<file path="config.mk">
export PLATFORM = sky130hd
export DESIGN_NAME = fpa_div_stage
export DESIGN_NICKNAME = d
export VERILOG_FILES = /design/src/sv/fpa_pkg.sv /design/src/sv/fpa_div_stage.sv
export SDC_FILE = /design/constraint.sdc
export NUM_CORES = 1
export LEC_CHECK = 0
export BUFFER_PORTS_ARGS = -buffer_cell sky130_fd_sc_hd__buf_2
export CELL_PAD_IN_SITES_DETAIL_PLACEMENT = 0
export CELL_PAD_IN_SITES_GLOBAL_PLACEMENT = 1
export CORE_AREA = 2 2 169 171
export DETAILED_ROUTE_END_ITERATION = 8
export DIE_AREA = 0 0 171 173
export GPL_TIMING_DRIVEN = 1
export PLACE_DENSITY = 0.75
export SYNTH_ARGS = -nofsm -noshare
export SYNTH_HDL_FRONTEND = slang
export SYNTH_SLANG_ARGS = --single-unit
export TNS_END_PERCENT = 100
</file>
<file path="constraint.sdc">
create_clock -name clk -period 9.32 [get_ports clk]
set_clock_uncertainty 0.05 [all_clocks]
set_input_delay 0.932 -clock clk [delete_from_list [all_inputs] [get_ports clk]]
set_output_delay 0.932 -clock clk [all_outputs]
set_load 0.02 [all_outputs]
</file>
<file path="src/sv/fpa_pkg.sv">
// Shared types, opcodes and helpers of the fixed-point ALU.
package fpa_pkg;

  localparam int FRAC_BITS = 8;
  localparam int W         = 32;
  localparam int QW        = W + FRAC_BITS;  // divider quotient width, one stage per bit

  typedef enum logic [3:0] {
    OP_ADD      = 4'd0,
    OP_SUB      = 4'd1,
    OP_MUL      = 4'd2,
    OP_DIV      = 4'd3,
    OP_GT       = 4'd4,
    OP_LT       = 4'd5,
    OP_GE       = 4'd6,
    OP_LE       = 4'd7,
    OP_EQ       = 4'd8,
    OP_NE       = 4'd9,
    OP_MIN      = 4'd10,
    OP_MAX      = 4'd11,
    OP_INC      = 4'd12,
    OP_DEC      = 4'd13,
    OP_FROM_INT = 4'd14,
    OP_TO_INT   = 4'd15
  } func_t;

  // one word in flight through the divider chain
  typedef struct packed {
    logic          vld;
    func_t         func;
    logic [W-1:0]  a;
    logic [W-1:0]  mb;    // |b|
    logic          neg;   // signs of a and b differ
    logic          bz;    // b is zero
    logic [W-1:0]  rem;
    logic [QW-1:0] quo;
    logic [QW-1:0] num;   // numerator bits still to shift in, MSB first
    logic [W-1:0]  res;   // result of every non-divide op
    logic          cmp;
    logic          ovf;
  } div_st_t;

  typedef struct packed {
    logic [W-1:0] v;
    logic         ovf;
  } sat_t;

  // signed value from sign and magnitude, saturated to 32 bits
  function automatic sat_t sat_mag(input logic neg, input logic [63:0] mag);
    sat_t s;
    s.ovf = 1'b0;
    if (neg) begin
      if (mag > 64'h8000_0000) begin
        s.v   = 32'h8000_0000;
        s.ovf = 1'b1;
      end else begin
        s.v = 32'(-mag);
      end
    end else begin
      if (mag > 64'h7FFF_FFFF) begin
        s.v   = 32'h7FFF_FFFF;
        s.ovf = 1'b1;
      end else begin
        s.v = mag[W-1:0];
      end
    end
    return s;
  endfunction

endpackage

</file>
<file path="src/sv/fpa_div_stage.sv">
// One restoring-division step: one quotient bit per stage, registered.
module fpa_div_stage (
  input  logic            clk,
  input  logic            rst_n,
  input  logic            en,
  input  fpa_pkg::div_st_t d,
  output fpa_pkg::div_st_t q
);

  fpa_pkg::div_st_t q_r, q_nxt;
  logic [fpa_pkg::W:0] rem_sh, diff;

  always_comb begin
    rem_sh = {d.rem, d.num[fpa_pkg::QW-1]};
    diff   = rem_sh - {1'b0, d.mb};
    q_nxt  = d;
    q_nxt.num = {d.num[fpa_pkg::QW-2:0], 1'b0};
    if (!diff[fpa_pkg::W]) begin
      q_nxt.rem = diff[fpa_pkg::W-1:0];
      q_nxt.quo = {d.quo[fpa_pkg::QW-2:0], 1'b1};
    end else begin
      q_nxt.rem = rem_sh[fpa_pkg::W-1:0];
      q_nxt.quo = {d.quo[fpa_pkg::QW-2:0], 1'b0};
    end
  end

  always_ff @(posedge clk) begin
    if (!rst_n) begin
      q_r.vld <= 1'b0;
    end else if (en) begin
      q_r <= q_nxt;
    end
  end

  assign q = q_r;

endmodule

</file>
==> metrics <==
Hold Path Stages=2; worst slack, placed=4.71 ns; Final min period=4.03 ns; status=finished clean; worst slew pin tran=0.988 ns; RSZ-0062 raised after global routing=no; routed len/inst=21.6 um; Core ar.=27600 um^2; CTS H-tree depth=1; commonest cells in the netlist=215 x edfxtp_1, 38 x a21oi_1, 38 x inv_1; Seq/Total Area, Yosys=72.0%; maximum number of pins on one net before global-route repair=79; clock tree sinks=216; CTS root buf=clkbuf_16; routability cong.=0.882; pwr dens=207 nW/um^2; synth top area cells=edfxtp_1 72%, ha_1 4.5%, mux2_4 4.2%; max reg flops=216; Clk Latency, worst-skew pair=0.53 ns; DIE HEIGHT=173 um; worst r2r src=q[216]$_SDFFE_PN0P_; Post-synth EDFFs=215; number of top-level pins=437; Synth Instances=565; die width=171 um; Net Sw Frac=26.6%; Hold Path Class=reg2reg; # Post-CTS Setup Buffers=0; Util after Layout=44.9%; Synth Register Bits=216; Rel. slew slack=34.1%; final worst setup slack=5.29 ns; internal power=1880 uW; Worst EP required=9.55 ns; WHS Endpoint=q[216]$_SDFFE_PN0P_; critical path type=in2reg; Comb pwr share=17.4%; final hold vios=0; Avg Cell Area, Syn=15.9 um^2; CTS tree=yes; Netlist Area Pre-Place=9000 um^2; final WL=30600 um; post-synth top area share=71.8%; worst reg2reg endpoint=q[216]$_SDFFE_PN0P_; Setup violations, final=0; Max IR drop VDD=0.117 mV; register-to-register setup slack=8.67 ns; area of the die=29600 um^2; Pre-Repair DR Iteration Count=5; DRC viols=0; Max Clk Rate=248 MHz; mean number of vias per cell=4.69; CP Capture Type=flip-flop; Initial Util=32.6%; Netlist cell types=52; vias in the first global route=6451; IO Port Bufs=434; Post-synth ARST share=0%; number of max-cap violations=0; Setup TNS=0 ns; yosys warns=0; dominant synthesized flop cell=edfxtp_1; Max Slew Vio Count=0; gr usage total=19.4%; remaining antenna violation count=0; cells on worst reg2reg path=2; net switching power=684 uW; Mapped Nets=818; Sequential Power Share=45.7%; Overflow after GRT=0; Core Rows=61; Yosys top cell by area=edfxtp_1; DRT iter0 DRCs=420; fillers=2612; clk buf depth=3; Clk pin slew, worst setup/hold paths=0.06 ns; initial antenna violation count=18; Arr. time, crit path=4.25 ns; total CTS buffers=25; final net count=1270; crit-path max FO=24; period utilization=43.2%; hold path startpoint=q[216]$_SDFFE_PN0P_; DR vias=6650; layout cells sized above 1=48.8%; CP startpoint kind=input pin; static leakage=0.00542 uW; Pwr Total=2570 uW; Area growth syn-to-layout=37.8%; top-count cell post-synth=edfxtp_1; HPWL after detailed placement=24300 um; Post-CTS Resized=0; clock share of power=36.9%; hold buffer count at cts=0; global-route wire length before repair=41700 um
## worst max-delay path, cell delays in order
cell,delay (ns)
buf_2,0.08
inv_1,0.04
ha_1,0.22
fa_1,0.40
nand2b_1,0.18
a21oi_1,0.24
o211ai_1,0.20
a21oi_1,0.27
o31a_2,0.22
mux2i_1,0.11
nor2_4,0.42
buf_4,0.51
mux2_2,0.40
## power by group through the flow
stage          combinational [uW]  sequential, uW  clock, uW
5_1_grt                       479            1180       1010
3_5_place_dp                  450            1190          0
2_1_floorplan                 184            1290          0
3_3_place_gp                  447            1190          0
4_1_cts                       452            1170        975
6_report                      447            1170        948
## routing by layer
| metal | vias up | track usage, % | part of all wire, % |
|---|---|---|---|
| met2 | 283 | 32.4 | 48 |
| li1 | 3057 | - | - |
| met5 | - | 0 | 0.24 |
| met4 | 12 | 6.53 | 3.3 |
| met3 | 60 | 6.75 | 9.5 |
| met1 | 3238 | 23.3 | 39 |
## cell families after synthesis
kind of cell / after synthesis / share of synthesized area [%]
other: 1 / 0.0417
adder cells (fa/ha/maj): 33 / 4.67
multiplexers: 34 / 5.21
XOR/XNOR: 23 / 2.24
AO/OA/AOI/OAI: 107 / 7.61
flip-flops: 216 / 72.0
AND/OR/NAND/NOR: 101 / 5.83
buffers and inverters: 50 / 2.42
## worst max path at each step
| stage | from | to | slack, ns | cells after the start |
|---|---|---|---|---|
| after floorplan | en | q[0]$_DFFE_PP_ | 2.86 | 1 |
| after global placement | d[73] | q[116]$_DFFE_PP_ | 4.74 | 13 |
| after detailed placement | d[73] | q[116]$_DFFE_PP_ | 4.71 | 13 |
| after CTS | d[73] | q[116]$_DFFE_PP_ | 5.26 | 13 |
| after global routing | d[73] | q[116]$_DFFE_PP_ | 5.04 | 13 |
| final | d[73] | q[116]$_DFFE_PP_ | 5.29 | 13 |
## cell type report
cell class                      count  area [um^2]  share of cell area (%)
Tap cell                          378          473                    3.81
Timing Repair Buffer              437         2190                    17.7
Inverter                           38          143                    1.15
Clock inverter                     16          145                    1.17
Multi-Input combinational cell    299         2310                    18.6
Clock buffer                       30          644                    5.20
Sequential cell                   216         6480                    52.2
Antenna cell                        5         12.5                   0.101
## cells in the final DEF, fill, tap and decap left out, types with 4 or more instances in the layout
| cell | count |
|---|---|
| a21o_1 | 18 |
| a21oi_1 | 38 |
| and3_1 | 4 |
| buf_2 | 434 |
| clkbuf_1 | 5 |
| clkbuf_16 | 25 |
| clkinv_1 | 8 |
| diode_2 | 5 |
| edfxtp_1 | 215 |
| ha_1 | 32 |
| inv_1 | 38 |
| mux2_4 | 25 |
| mux2i_1 | 6 |
| nand2_1 | 27 |
| nand2b_1 | 8 |
| nand3_1 | 10 |
| nand4_1 | 6 |
| nor2_1 | 18 |
| nor2b_1 | 6 |
| nor3_1 | 4 |
| o211ai_1 | 6 |
| o21a_1 | 5 |
| o21ai_0 | 17 |
| o21bai_1 | 5 |
| xnor2_1 | 13 |
| xor2_1 | 10 |
## through the flow
step / cells / area [um^2] / hold WS (ns)
2_1_floorplan: 565 / 9000 / 0.539
3_3_place_gp: 1368 / 11600 / 0.451
3_5_place_dp: 1368 / 11600 / 0.463
4_1_cts: 1414 / 12400 / 0.483
5_1_grt: 1416 / 12400 / 0.494
6_report: 1419 / 12400 / 0.486
(Power assumes the default switching activity.)
